### config.mk
export PLATFORM = sky130hd
export DESIGN_NAME = eight_bit_alu_with_flags_core
export DESIGN_NICKNAME = d
export VERILOG_FILES = /design/src/hdl/alu8f_pkg.sv /design/src/hdl/eight_bit_alu_with_flags_core.sv /design/src/hdl/alu8f_datapath.sv
export SDC_FILE = /design/constraint.sdc
export NUM_CORES = 1
export LEC_CHECK = 0
export BUFFER_PORTS_ARGS = -buffer_cell sky130_fd_sc_hd__buf_2
export CELL_PAD_IN_SITES_DETAIL_PLACEMENT = 0
export CELL_PAD_IN_SITES_GLOBAL_PLACEMENT = 1
export CORE_MARGIN = 4
export CORE_UTILIZATION = 35
export CTS_CLUSTER_DIAMETER = 60
export DETAILED_ROUTE_END_ITERATION = 7
export GPL_TIMING_DRIVEN = 0
export HOLD_SLACK_MARGIN = 0.15
export PLACE_DENSITY_LB_ADDON = 0.2
export SLEW_MARGIN = 30
export SYNTH_ARGS = -nofsm -noshare
export SYNTH_HDL_FRONTEND = slang
export SYNTH_SLANG_ARGS = --single-unit
### constraint.sdc
create_clock -name clock -period 7.2 [get_ports clock]
set_input_delay 1.44 -clock clock [delete_from_list [all_inputs] [get_ports clock]]
set_output_delay 1.44 -clock clock [all_outputs]
set_load 0.05 [all_outputs]
### src/hdl/alu8f_pkg.sv
// Shared operation codes, flag positions and transaction types for the 8-bit ALU.
package alu8f_pkg;

   typedef enum logic [4:0] {
      OP_ADD       = 5'd0,
      OP_ADC       = 5'd1,
      OP_SUB       = 5'd2,
      OP_SBC       = 5'd3,
      OP_AND       = 5'd4,
      OP_XOR       = 5'd5,
      OP_OR        = 5'd6,
      OP_CP        = 5'd7,
      OP_RLCA      = 5'd8,
      OP_RRCA      = 5'd9,
      OP_RLA       = 5'd10,
      OP_RRA       = 5'd11,
      OP_DAA       = 5'd12,
      OP_CPL       = 5'd13,
      OP_SCF       = 5'd14,
      OP_CCF       = 5'd15,
      OP_RLC       = 5'd16,
      OP_RRC       = 5'd17,
      OP_RL        = 5'd18,
      OP_RR        = 5'd19,
      OP_SLA       = 5'd20,
      OP_SRA       = 5'd21,
      OP_SWAP      = 5'd22,
      OP_SRL       = 5'd23,
      OP_BIT       = 5'd24,
      OP_RES       = 5'd25,
      OP_SET       = 5'd26,
      OP_INC8      = 5'd27,
      OP_DEC8      = 5'd28,
      OP_ADD16     = 5'd29,
      OP_ADD_SP_E8 = 5'd30
   } op_type;

   localparam int FLAG_Z = 3;
   localparam int FLAG_N = 2;
   localparam int FLAG_H = 1;
   localparam int FLAG_C = 0;

   localparam logic [7:0] DAA_LOW_ADJ  = 8'h06;
   localparam logic [7:0] DAA_HIGH_ADJ = 8'h60;
   localparam logic [3:0] BCD_MAX_DIGIT = 4'h9;
   localparam logic [7:0] BCD_MAX_BYTE  = 8'h99;

   typedef struct packed {
      logic [4:0]  op;
      logic [7:0]  acc;
      logic [7:0]  operand;
      logic [15:0] wide_a;
      logic [15:0] wide_b;
      logic [2:0]  bit_index;
      logic [3:0]  flags_in;
   } alu_req_type;

   typedef struct packed {
      logic [7:0]  result;
      logic [15:0] wide_result;
      logic [3:0]  flags_out;
   } alu_rsp_type;

endpackage

### src/hdl/eight_bit_alu_with_flags_core.sv
// Top level of the 8-bit ALU: input register, datapath, result register.
// An accepted request is held in the request register, and its response is valid once it reaches the response register.
// Throughput: one transaction per cycle when not stalled; the datapath sits between the request
// register and the response register, and each stage holds while stalled.
// Reset: synchronous, active high; clears both stage valid flags, payload
// registers are not reset.
module eight_bit_alu_with_flags_core
   import alu8f_pkg::*;
(
   input  logic        clock,
   input  logic        reset,
   input  logic        req_valid,
   output logic        req_stall,
   input  logic [4:0]  req_type,
   input  logic [7:0]  req_acc,
   input  logic [7:0]  req_operand,
   input  logic [15:0] req_wide_a,
   input  logic [15:0] req_wide_b,
   input  logic [2:0]  req_bit_index,
   input  logic [3:0]  req_flags_in,
   output logic        rsp_valid,
   input  logic        rsp_stall,
   output logic [7:0]  rsp_result,
   output logic [15:0] rsp_wide_result,
   output logic [3:0]  rsp_flags_out
);

   alu_req_type stage_ff;
   alu_req_type stage_in;
   logic        stage_valid_ff;
   logic        stage_valid_in;
   alu_rsp_type out_ff;
   alu_rsp_type out_in;
   logic        out_valid_ff;
   logic        out_valid_in;
   alu_rsp_type alu_rsp;
   logic        out_load;
   logic        stage_load;

   assign out_load   = !out_valid_ff || !rsp_stall;
   assign req_stall  = stage_valid_ff && !out_load;
   assign stage_load = !req_stall;

   always_comb begin
      stage_in       = stage_ff;
      stage_valid_in = stage_valid_ff;
      if (stage_load) begin
         stage_in.op        = req_type;
         stage_in.acc       = req_acc;
         stage_in.operand   = req_operand;
         stage_in.wide_a    = req_wide_a;
         stage_in.wide_b    = req_wide_b;
         stage_in.bit_index = req_bit_index;
         stage_in.flags_in  = req_flags_in;
         stage_valid_in     = req_valid;
      end
   end

   alu8f_datapath u_datapath (
      .req (stage_ff),
      .rsp (alu_rsp)
   );

   always_comb begin
      out_in       = out_ff;
      out_valid_in = out_valid_ff;
      if (out_load) begin
         out_in       = alu_rsp;
         out_valid_in = stage_valid_ff;
      end
   end

   always_ff @(posedge clock) begin
      if (reset) begin
         stage_valid_ff <= 1'b0;
         out_valid_ff   <= 1'b0;
      end else begin
         stage_valid_ff <= stage_valid_in;
         out_valid_ff   <= out_valid_in;
      end
   end

   always_ff @(posedge clock) begin
      stage_ff <= stage_in;
      out_ff   <= out_in;
   end

   assign rsp_valid       = out_valid_ff;
   assign rsp_result      = out_ff.result;
   assign rsp_wide_result = out_ff.wide_result;
   assign rsp_flags_out   = out_ff.flags_out;

endmodule

### src/hdl/alu8f_datapath.sv
// Combinational ALU datapath: one operation in, result and flags out.
module alu8f_datapath
   import alu8f_pkg::*;
(
   input  alu_req_type req,
   output alu_rsp_type rsp
);

   logic [7:0]  a;
   logic [7:0]  v;
   logic        fz;
   logic        fn;
   logic        fh;
   logic        fc;
   logic        carry_in;
   logic [8:0]  add_sum;
   logic [4:0]  add_half;
   logic [8:0]  sub_diff;
   logic [4:0]  sub_half;
   logic [7:0]  daa_adj;
   logic        daa_carry;
   logic [7:0]  daa_res;
   logic [7:0]  bit_mask;
   logic [16:0] w16_sum;
   logic [12:0] w16_half;
   logic [15:0] sp_sum;
   logic [4:0]  sp_half;
   logic [8:0]  sp_low;
   logic [7:0]  r;
   logic [15:0] w;
   logic [3:0]  fo;

   assign a  = req.acc;
   assign v  = req.operand;
   assign fz = req.flags_in[FLAG_Z];
   assign fn = req.flags_in[FLAG_N];
   assign fh = req.flags_in[FLAG_H];
   assign fc = req.flags_in[FLAG_C];

   assign carry_in = ((op_type'(req.op) == OP_ADC) || (op_type'(req.op) == OP_SBC)) && fc;

   assign add_sum  = {1'b0, a} + {1'b0, v} + {8'd0, carry_in};
   assign add_half = {1'b0, a[3:0]} + {1'b0, v[3:0]} + {4'd0, carry_in};
   assign sub_diff = {1'b0, a} - {1'b0, v} - {8'd0, carry_in};
   assign sub_half = {1'b0, a[3:0]} - {1'b0, v[3:0]} - {4'd0, carry_in};

   assign w16_sum  = {1'b0, req.wide_a} + {1'b0, req.wide_b};
   assign w16_half = {1'b0, req.wide_a[11:0]} + {1'b0, req.wide_b[11:0]};
   assign sp_sum   = req.wide_a + {{8{v[7]}}, v};
   assign sp_half  = {1'b0, req.wide_a[3:0]} + {1'b0, v[3:0]};
   assign sp_low   = {1'b0, req.wide_a[7:0]} + {1'b0, v};

   assign bit_mask = 8'd1 << req.bit_index;

   always_comb begin
      daa_adj   = 8'd0;
      daa_carry = fc;
      if (fn) begin
         if (fh) daa_adj = daa_adj | DAA_LOW_ADJ;
         if (fc) daa_adj = daa_adj | DAA_HIGH_ADJ;
         daa_res = a - daa_adj;
      end else begin
         if (fh || (a[3:0] > BCD_MAX_DIGIT)) daa_adj = daa_adj | DAA_LOW_ADJ;
         if (fc || (a > BCD_MAX_BYTE)) begin
            daa_adj   = daa_adj | DAA_HIGH_ADJ;
            daa_carry = 1'b1;
         end
         daa_res = a + daa_adj;
      end
   end

   always_comb begin
      r  = 8'd0;
      w  = 16'd0;
      fo = req.flags_in;
      unique case (op_type'(req.op))
         OP_ADD, OP_ADC: begin
            r  = add_sum[7:0];
            fo = {(add_sum[7:0] == 8'd0), 1'b0, add_half[4], add_sum[8]};
         end
         OP_SUB, OP_SBC: begin
            r  = sub_diff[7:0];
            fo = {(sub_diff[7:0] == 8'd0), 1'b1, sub_half[4], sub_diff[8]};
         end
         OP_CP: begin
            r  = a;
            fo = {(sub_diff[7:0] == 8'd0), 1'b1, sub_half[4], sub_diff[8]};
         end
         OP_AND: begin
            r  = a & v;
            fo = {((a & v) == 8'd0), 1'b0, 1'b1, 1'b0};
         end
         OP_XOR: begin
            r  = a ^ v;
            fo = {((a ^ v) == 8'd0), 3'b000};
         end
         OP_OR: begin
            r  = a | v;
            fo = {((a | v) == 8'd0), 3'b000};
         end
         OP_RLCA: begin
            r  = {a[6:0], a[7]};
            fo = {3'b000, a[7]};
         end
         OP_RRCA: begin
            r  = {a[0], a[7:1]};
            fo = {3'b000, a[0]};
         end
         OP_RLA: begin
            r  = {a[6:0], fc};
            fo = {3'b000, a[7]};
         end
         OP_RRA: begin
            r  = {fc, a[7:1]};
            fo = {3'b000, a[0]};
         end
         OP_DAA: begin
            r  = daa_res;
            fo = {(daa_res == 8'd0), fn, 1'b0, daa_carry};
         end
         OP_CPL: begin
            r  = ~a;
            fo = {fz, 1'b1, 1'b1, fc};
         end
         OP_SCF: begin
            r  = a;
            fo = {fz, 1'b0, 1'b0, 1'b1};
         end
         OP_CCF: begin
            r  = a;
            fo = {fz, 1'b0, 1'b0, ~fc};
         end
         OP_RLC: begin
            r  = {v[6:0], v[7]};
            fo = {(v == 8'd0), 2'b00, v[7]};
         end
         OP_RRC: begin
            r  = {v[0], v[7:1]};
            fo = {(v == 8'd0), 2'b00, v[0]};
         end
         OP_RL: begin
            r  = {v[6:0], fc};
            fo = {({v[6:0], fc} == 8'd0), 2'b00, v[7]};
         end
         OP_RR: begin
            r  = {fc, v[7:1]};
            fo = {({fc, v[7:1]} == 8'd0), 2'b00, v[0]};
         end
         OP_SLA: begin
            r  = {v[6:0], 1'b0};
            fo = {(v[6:0] == 7'd0), 2'b00, v[7]};
         end
         OP_SRA: begin
            r  = {v[7], v[7:1]};
            fo = {(v[7:1] == 7'd0), 2'b00, v[0]};
         end
         OP_SWAP: begin
            r  = {v[3:0], v[7:4]};
            fo = {(v == 8'd0), 3'b000};
         end
         OP_SRL: begin
            r  = {1'b0, v[7:1]};
            fo = {(v[7:1] == 7'd0), 2'b00, v[0]};
         end
         OP_BIT: begin
            r  = v;
            fo = {((v & bit_mask) == 8'd0), 1'b0, 1'b1, fc};
         end
         OP_RES: begin
            r = v & ~bit_mask;
         end
         OP_SET: begin
            r = v | bit_mask;
         end
         OP_INC8: begin
            r  = v + 8'd1;
            fo = {(v == 8'hFF), 1'b0, (v[3:0] == 4'hF), fc};
         end
         OP_DEC8: begin
            r  = v - 8'd1;
            fo = {(v == 8'h01), 1'b1, (v[3:0] == 4'h0), fc};
         end
         OP_ADD16: begin
            w  = w16_sum[15:0];
            fo = {fz, 1'b0, w16_half[12], w16_sum[16]};
         end
         OP_ADD_SP_E8: begin
            w  = sp_sum;
            fo = {2'b00, sp_half[4], sp_low[8]};
         end
         default: begin
            r  = 8'd0;
            w  = 16'd0;
            fo = req.flags_in;
         end
      endcase
   end

   assign rsp.result      = r;
   assign rsp.wide_result = w;
   assign rsp.flags_out   = fo;

endmodule

==> results.cfg, run 1 <==
[timing]
worst_slew_pin_slew_ns = 0.9314
slew-limit-headroom_pct = 37.06
final_hold_viol_count = 0
fmax_mhz = 228.5
rsz0062_at_grt = no
finalSetupViolations = 0
finalCritPeriodShare_pct = 60.78
slew_violations = 0
finClkSkew_ns = 0.01751
fin_setup_tns_ns = 0
period_needed_ns = 4.376

[critical_path]
path_max_fanout = 10
crit_end = rsp_result[4]$_DFFE_PP_
cp.required_ns = 7.29
crit_type = register to register
worstSetupStartpoint = stage_ff[59]$_DFFE_PN_
timing.rr.start = stage_ff[59]$_DFFE_PN_
cp-start-kind = register
r2r_slack_ns = 2.82
worstPathArrival_ns = 4.47
worst_r2r_path_depth = 16
rr_endpoint = rsp_result[4]$_DFFE_PP_
cp-end-kind = register

[global_route]
grt_overflow = 0
grt_max_degree = 35
grt_use_total_pct = 22.64
grt_pass1_vias = 7138
antenna_found_initial = 0
grt_pass1_wl_um = 43040

[place]
place_area_um2 = 8835
dpl.hpwl_um = 22180
numPortBuffers = 93
dp.cells = 1260
gp_congestion = 0.9548

[clock_tree]
cts_setup_buffers = 0
clkLatencyLatePin_ns = 0.36
cts_sinks = 90
cts_buffers = 9
hold_buffers = 0
post_cts_resized = 0
cts_root_buf = clkbuf_16
cts_tree = done
path_clk_slew_ns = 0.07
clockBufferDepth = 2
h-tree-depth = 3

[yosys]
synth-seq-cells = 90
synth_top_area_share_pct = 33.28
synthCells = 885
synth_area_um2 = 7941
synth.avg_cell_area_um2 = 8.973
synthArstFlopShare_pct = 0
synthTopCellsByArea = edfxtp_1, ha_1, a21oi_1
synth_cell_types = 73
ys_seq_area_share_pct = 33.78
synth_top_area_cell = edfxtp_1
ys_warn_count = 0
synth_edf_count = 88
synth_common_cells = edfxtp_1, ha_1, nand2_1
yosysMostFrequentCell = edfxtp_1
syn_nets = 1029
synth_flop_cell = edfxtp_1

[pwr]
p_int_mw = 1.093
ir_drop_mv = 0.1364
switchingPower_mw = 0.6358
power_mw = 1.729
p_leak_nw = 3.717
clkPwrFrac_pct = 29.2
p_per_area_nw_per_um2 = 189.1
power_frac_comb_pct = 33.1
p_sw_share_pct = 36.78
pwr-share-seq_pct = 37.7

[hold_path]
min_path_type = register to register
min_path_cells = 2

[drt]
wl_per_cell_um = 22.57
detail_route.wirelength_um = 28800
drtAntennaViolNets = 0
vias = 7583
initialDrtViolationCount = 839
post_drt_via_cell_ratio = 5.943
drc = 0
dr.pass1.iters = 6

[floorplanning]
die_h_um = 158.6
die_x_um = 158.6
initial_utilization_pct = 35.94
rows = 54
dieArea_um2 = 25160
core_um2 = 22090
ios = 94

[flow_run]
max_cap_viol_count = 0

[final_layout]
n_antenna_cell = 0
drive_gt1_share_pct = 13.86
fin_cells = 1276
fin_area_um2 = 9143
area_growth_pct = 15.13
fin_nets = 1135

[outcome]
status = completed
[critical path, cell delays in order (launching register included)]
cell and delay, ns:
edfxtp_1 0.33, clkbuf_1 0.25, buf_2 0.34, buf_2 0.30, buf_2 0.30, nor2_1 0.06, nand3_1 0.16, inv_1 0.07
fa_1 0.42, inv_1 0.09, fa_1 0.21, nor2b_1 0.07, o21ai_0 0.18, or3b_2 0.48, nand3_1 0.12, nand4_1 0.15
or4b_1 0.56
[layout make-up]
class | count | area (µm²)
Timing Repair Buffer | 95 | 505.5
Buffer | 46 | 188.9
Inverter | 45 | 168.9
Fill cell | 2228 | 12950
Tap cell | 280 | 350.3
Clock buffer | 10 | 229.0
Clock inverter | 6 | 73.82
Multi-Input combinational cell | 704 | 4943
Sequential cell | 90 | 2683
[power by group through the flow]
| stage | clock (mW) | combinational (mW) | sequential [mW] |
|---|---|---|---|
| after detailed placement | 0 | 0.560 | 0.662 |
| after global routing | 0.536 | 0.621 | 0.654 |
| final | 0.505 | 0.573 | 0.651 |
| after floorplan | 0 | 0.341 | 0.714 |
| after CTS | 0.518 | 0.563 | 0.651 |
| after global placement | 0 | 0.560 | 0.662 |
[worst min-delay path by stage]
stage / to / from / slack [ns]
4_1_cts: rsp_valid$_SDFFE_PP0P_ / stage_valid_ff$_SDFFE_PP0N_ / 0.54
3_5_place_dp: rsp_valid$_SDFFE_PP0P_ / stage_valid_ff$_SDFFE_PP0N_ / 0.52
3_3_place_gp: rsp_valid$_SDFFE_PP0P_ / stage_valid_ff$_SDFFE_PP0N_ / 0.45
6_report: rsp_valid$_SDFFE_PP0P_ / stage_valid_ff$_SDFFE_PP0N_ / 0.53
5_1_grt: rsp_valid$_SDFFE_PP0P_ / stage_valid_ff$_SDFFE_PP0N_ / 0.56
2_1_floorplan: rsp_valid$_SDFFE_PP0P_ / stage_valid_ff$_SDFFE_PP0N_ / 0.44
[sequential cells by signal (all words and copies together), names as in the netlist]
| signal | cells |
|---|---|
| stage_ff | 60 |
| rsp_wide_result | 16 |
| rsp_result | 8 |
| rsp_flags_out | 4 |
| rsp_valid | 1 |
| stage_valid_ff | 1 |
[cell families after synthesis]
kind of cell             synth area share (%)
flip-flops                              33.78
adder cells (fa/ha/maj)                 13.17
buffers and inverters                   4.506
AND/OR/NAND/NOR                         19.40
multiplexers                            1.150
XOR/XNOR                                5.184
AO/OA/AOI/OAI                           22.81
[routing by layer]
layer,global-route usage (%),wire length [µm],up-vias
met5,0,0,-
met3,5.137,2539,53
met1,33.05,13240,3577
met2,33.14,12220,362
li1,-,-,3591
met4,7.271,797,0
[cells in the final DEF (no fill, tap or decap), types with 14 or more instances in the layout]
| master | synthesis | layout |
|---|---|---|
| nor2_1 | 63 | 63 |
| nor3_1 | 29 | 28 |
| edfxtp_1 | 88 | 88 |
| o21ai_0 | 54 | 54 |
| xor2_1 | 19 | 19 |
| nand2b_1 | 16 | 16 |
| xnor2_1 | 28 | 28 |
| a21o_1 | 16 | 16 |
| clkbuf_1 | 30 | 31 |
| o22ai_1 | 25 | 25 |
| inv_1 | 45 | 45 |
| ha_1 | 74 | 74 |
| a211oi_1 | 15 | 14 |
| nand3_1 | 28 | 27 |
| a22oi_1 | 18 | 18 |
| buf_2 | 13 | 106 |
| a21oi_1 | 55 | 55 |
| nand4_1 | 19 | 19 |
| nand2_1 | 67 | 66 |
[per-stage QoR]
| step | utilization [%] | hold slack (ns) | setup WS (ns) |
|---|---|---|---|
| after global placement | 39.64 | 0.4526 | 1.519 |
| final | 41.38 | 0.5333 | 2.824 |
| after detailed placement | 39.99 | 0.5177 | 2.962 |
| after CTS | 41.36 | 0.5371 | 2.922 |
| after floorplan | - | 0.4376 | 1.893 |
| after global routing | 41.38 | 0.5640 | 2.553 |
No activity file was read; power rests on OpenSTA's default activity.
==> inputs of run 2 (changes only) <==
ABC_AREA = 1   (was default)
clock period = 3.69 ns   (was 7.2 ns; I/O delays follow)
==> run 2 against run 1 <==
Sequential power grew 97%. Core utilization shrank 0.21 points. Area after synthesis grew 0.66%. Largest power group unchanged. Highest routed layer unchanged.
==> results.cfg, run 2 <==
[global_route]
grt_overflow = 0
grt_pass1_vias = 7691
grt_use_total_pct = 22.75
grt_max_degree = 26
antenna_found_initial = 1
grt_pass1_wl_um = 44860

[place]
place_area_um2 = 8892
numPortBuffers = 93
dpl.hpwl_um = 23450
dp.cells = 1466
gp_congestion = 0.9992
place_ws_ns = -0.2400

[critical_path]
cpMaxStageDelayCell = edfxtp_1
cpPeakStageDelay_ns = 0.59
timing.rr.start = stage_ff[48]$_DFFE_PN_
path_common_cell = nand2_1
worstSetupStartpoint = stage_ff[48]$_DFFE_PN_
cp-end-kind = register
worstPathArrival_ns = 3.60
path_max_fanout = 9
crit_chain = o21ai_0 -> o211ai_1 -> nand2_1 -> nand2_1 -> inv_1 -> ha_1 -> nand2_1 -> nand2_1 -> ha_1 -> nand2_1 -> inv_1 -> nand2_1 -> nand2_1 -> nand2_1 -> nand3_1 -> o2111ai_1 -> nor2_1 -> nand2_1
cp.required_ns = 3.77
cp-start-kind = register
crit_type = register to register

[timing]
period_needed_ns = 3.516
rsz0062_at_grt = no
holdWs_ns = 0.4834
finalSetupViolations = 0
slew_violations = 0
worst_slack_ns = 0.1741
finClkSkew_ns = 0.009315
slew-limit-headroom_pct = 44.01
fmax_mhz = 284.4
finalCritPeriodShare_pct = 95.28
final_hold_viol_count = 0
worst_slew_pin_slew_ns = 0.8187

[clock_tree]
h-tree-depth = 3
hold_buffers = 0
cts_sinks = 90
clkLatencyLatePin_ns = 0.36
clockBufferDepth = 2
cts_root_buf = clkbuf_16
cts_tree = done
path_clk_slew_ns = 0.06
cts_buffers = 9

[yosys]
synth_area_um2 = 7994
synthTopCellsByArea = edfxtp_1, nand2_1, ha_1
ys_seq_area_share_pct = 33.56
synth_top_area_share_pct = 33.06
ys_warn_count = 0
synth_top_area_cell = edfxtp_1
synth_cell_types = 45
synth_edf_count = 88
yosysMostFrequentCell = nand2_1
synth.avg_cell_area_um2 = 7.368
syn_nets = 1229
synth-seq-cells = 90
synth_common_cells = nand2_1, inv_1, nor2_1
synth_flop_cell = edfxtp_1
synthCells = 1085
synthArstFlopShare_pct = 0

[drt]
post_drt_via_cell_ratio = 5.447
dr.pass1.iters = 6
initialDrtViolationCount = 824
drtAntennaViolNets = 0
wl_per_cell_um = 19.83
drc = 0
vias = 8105
detail_route.wirelength_um = 29510

[outcome]
status = completed

[final_layout]
most-common-layout-cells = nand2_1, inv_1, nor2_1, buf_2, nand3_1
fillers = 2409
fin_cells = 1488
layout_commonest_cell = nand2_1
area_growth_pct = 16.25
drive_gt1_share_pct = 13.89
fin_area_um2 = 9293
largest_reg_flops = 60
top_register = stage_ff
fin_nets = 1341

[pwr]
p_per_area_nw_per_um2 = 361.0
ir_drop_mv = 0.2241
p_leak_nw = 4.447
power_mw = 3.355

[hold_path]
min_path_type = register to register
worstHoldStart = stage_valid_ff$_SDFFE_PP0N_

[floorplanning]
dieArea_um2 = 25320
ios = 94
rows = 55
die_h_um = 159.1
core_um2 = 22570
die_x_um = 159.1
initial_utilization_pct = 35.42

[flow_run]
max_cap_viol_count = 0
run 2: cell types whose count changed in the layout (fill, tap and decap cells not counted), moves of 16 or more:
cell	change
nand2b_1	-16
xnor2_1	-22
inv_1	+83
nand3_1	+68
nand2_1	+190
clkbuf_1	-26
nor2_1	+45
run 2: per-stage QoR:
step / setup TNS [ns] / utilization, %
floorplan: 0 / -
global placement: -28.39 / 39.09
detailed placement: -0.6117 / 39.40
CTS: 0 / 40.95
global route: 0 / 41.17
finish: 0 / 41.17
run 2: cell type report:
cell class | instances | area [µm²] | share of cell area [%]
antenna | 1 | 2.502 | 0.02693
inverter | 140 | 531.8 | 5.722
tap | 285 | 356.6 | 3.837
timing repair buffer | 101 | 570.5 | 6.140
sequential | 90 | 2683 | 28.87
clock buffer | 9 | 225.2 | 2.424
clock inverter | 7 | 98.84 | 1.064
buffer | 14 | 63.81 | 0.6867
multi-input combinational | 841 | 4761 | 51.23
run 2: what timing repair did:
action | CTS | global route
setup buffers | 2 | 3
resized for setup | 2 | 8
pin swaps | 0 | 3
endpoints found under the setup margin | 5 | 4
endpoints found under the hold margin | 0 | 0
gates cloned | 0 | 0
run 2: critical path, delay by kind of cell (launching register included):
family	cells	cell delay (ns)
and+or+nand+nor	11	1.15
AOI/OAI and AO/OA	3	0.75
DFF	1	0.59
adders and majority gates	2	0.58
buffers and inverters	2	0.16
run 2: layer usage:
layer	wire (µm)	part of all wire, %	track usage [%]
met1	13990	47	34.11
met2	12480	42	33.97
met3	2302	7.8	3.210
met4	745	2.5	6.903
met5	0	0	0
run 2: logic make-up (layout without fill, tap and decap cells):
logic type | Yosys count | in the layout | synth area share [%]
XOR/XNOR | 19 | 19 | 2.082
flip-flops | 90 | 90 | 33.56
adder cells (fa/ha/maj) | 80 | 80 | 13.09
AO/OA/AOI/OAI | 184 | 184 | 13.09
other | 0 | 1 | 0
buffers and inverters | 154 | 271 | 7.372
AND/OR/NAND/NOR | 558 | 558 | 30.82
run 2: worst paths after layout:
check                                 end  slack, ns  cells after the start
setup / recovery  rsp_result[6]$_DFFE_PP_       0.17                     18
hold / removal     rsp_valid$_SDFFE_PP0P_       0.48                      2
setup reg to reg  rsp_result[6]$_DFFE_PP_       0.17                     18
hold reg to reg    rsp_valid$_SDFFE_PP0P_       0.48                      2
run 2: power by group:
part	internal (mW)	total (mW)	switching, mW
Clock	0.598	1.02	0.418
Sequential	1.21	1.28	0.0643
Combinational	0.324	1.06	0.739
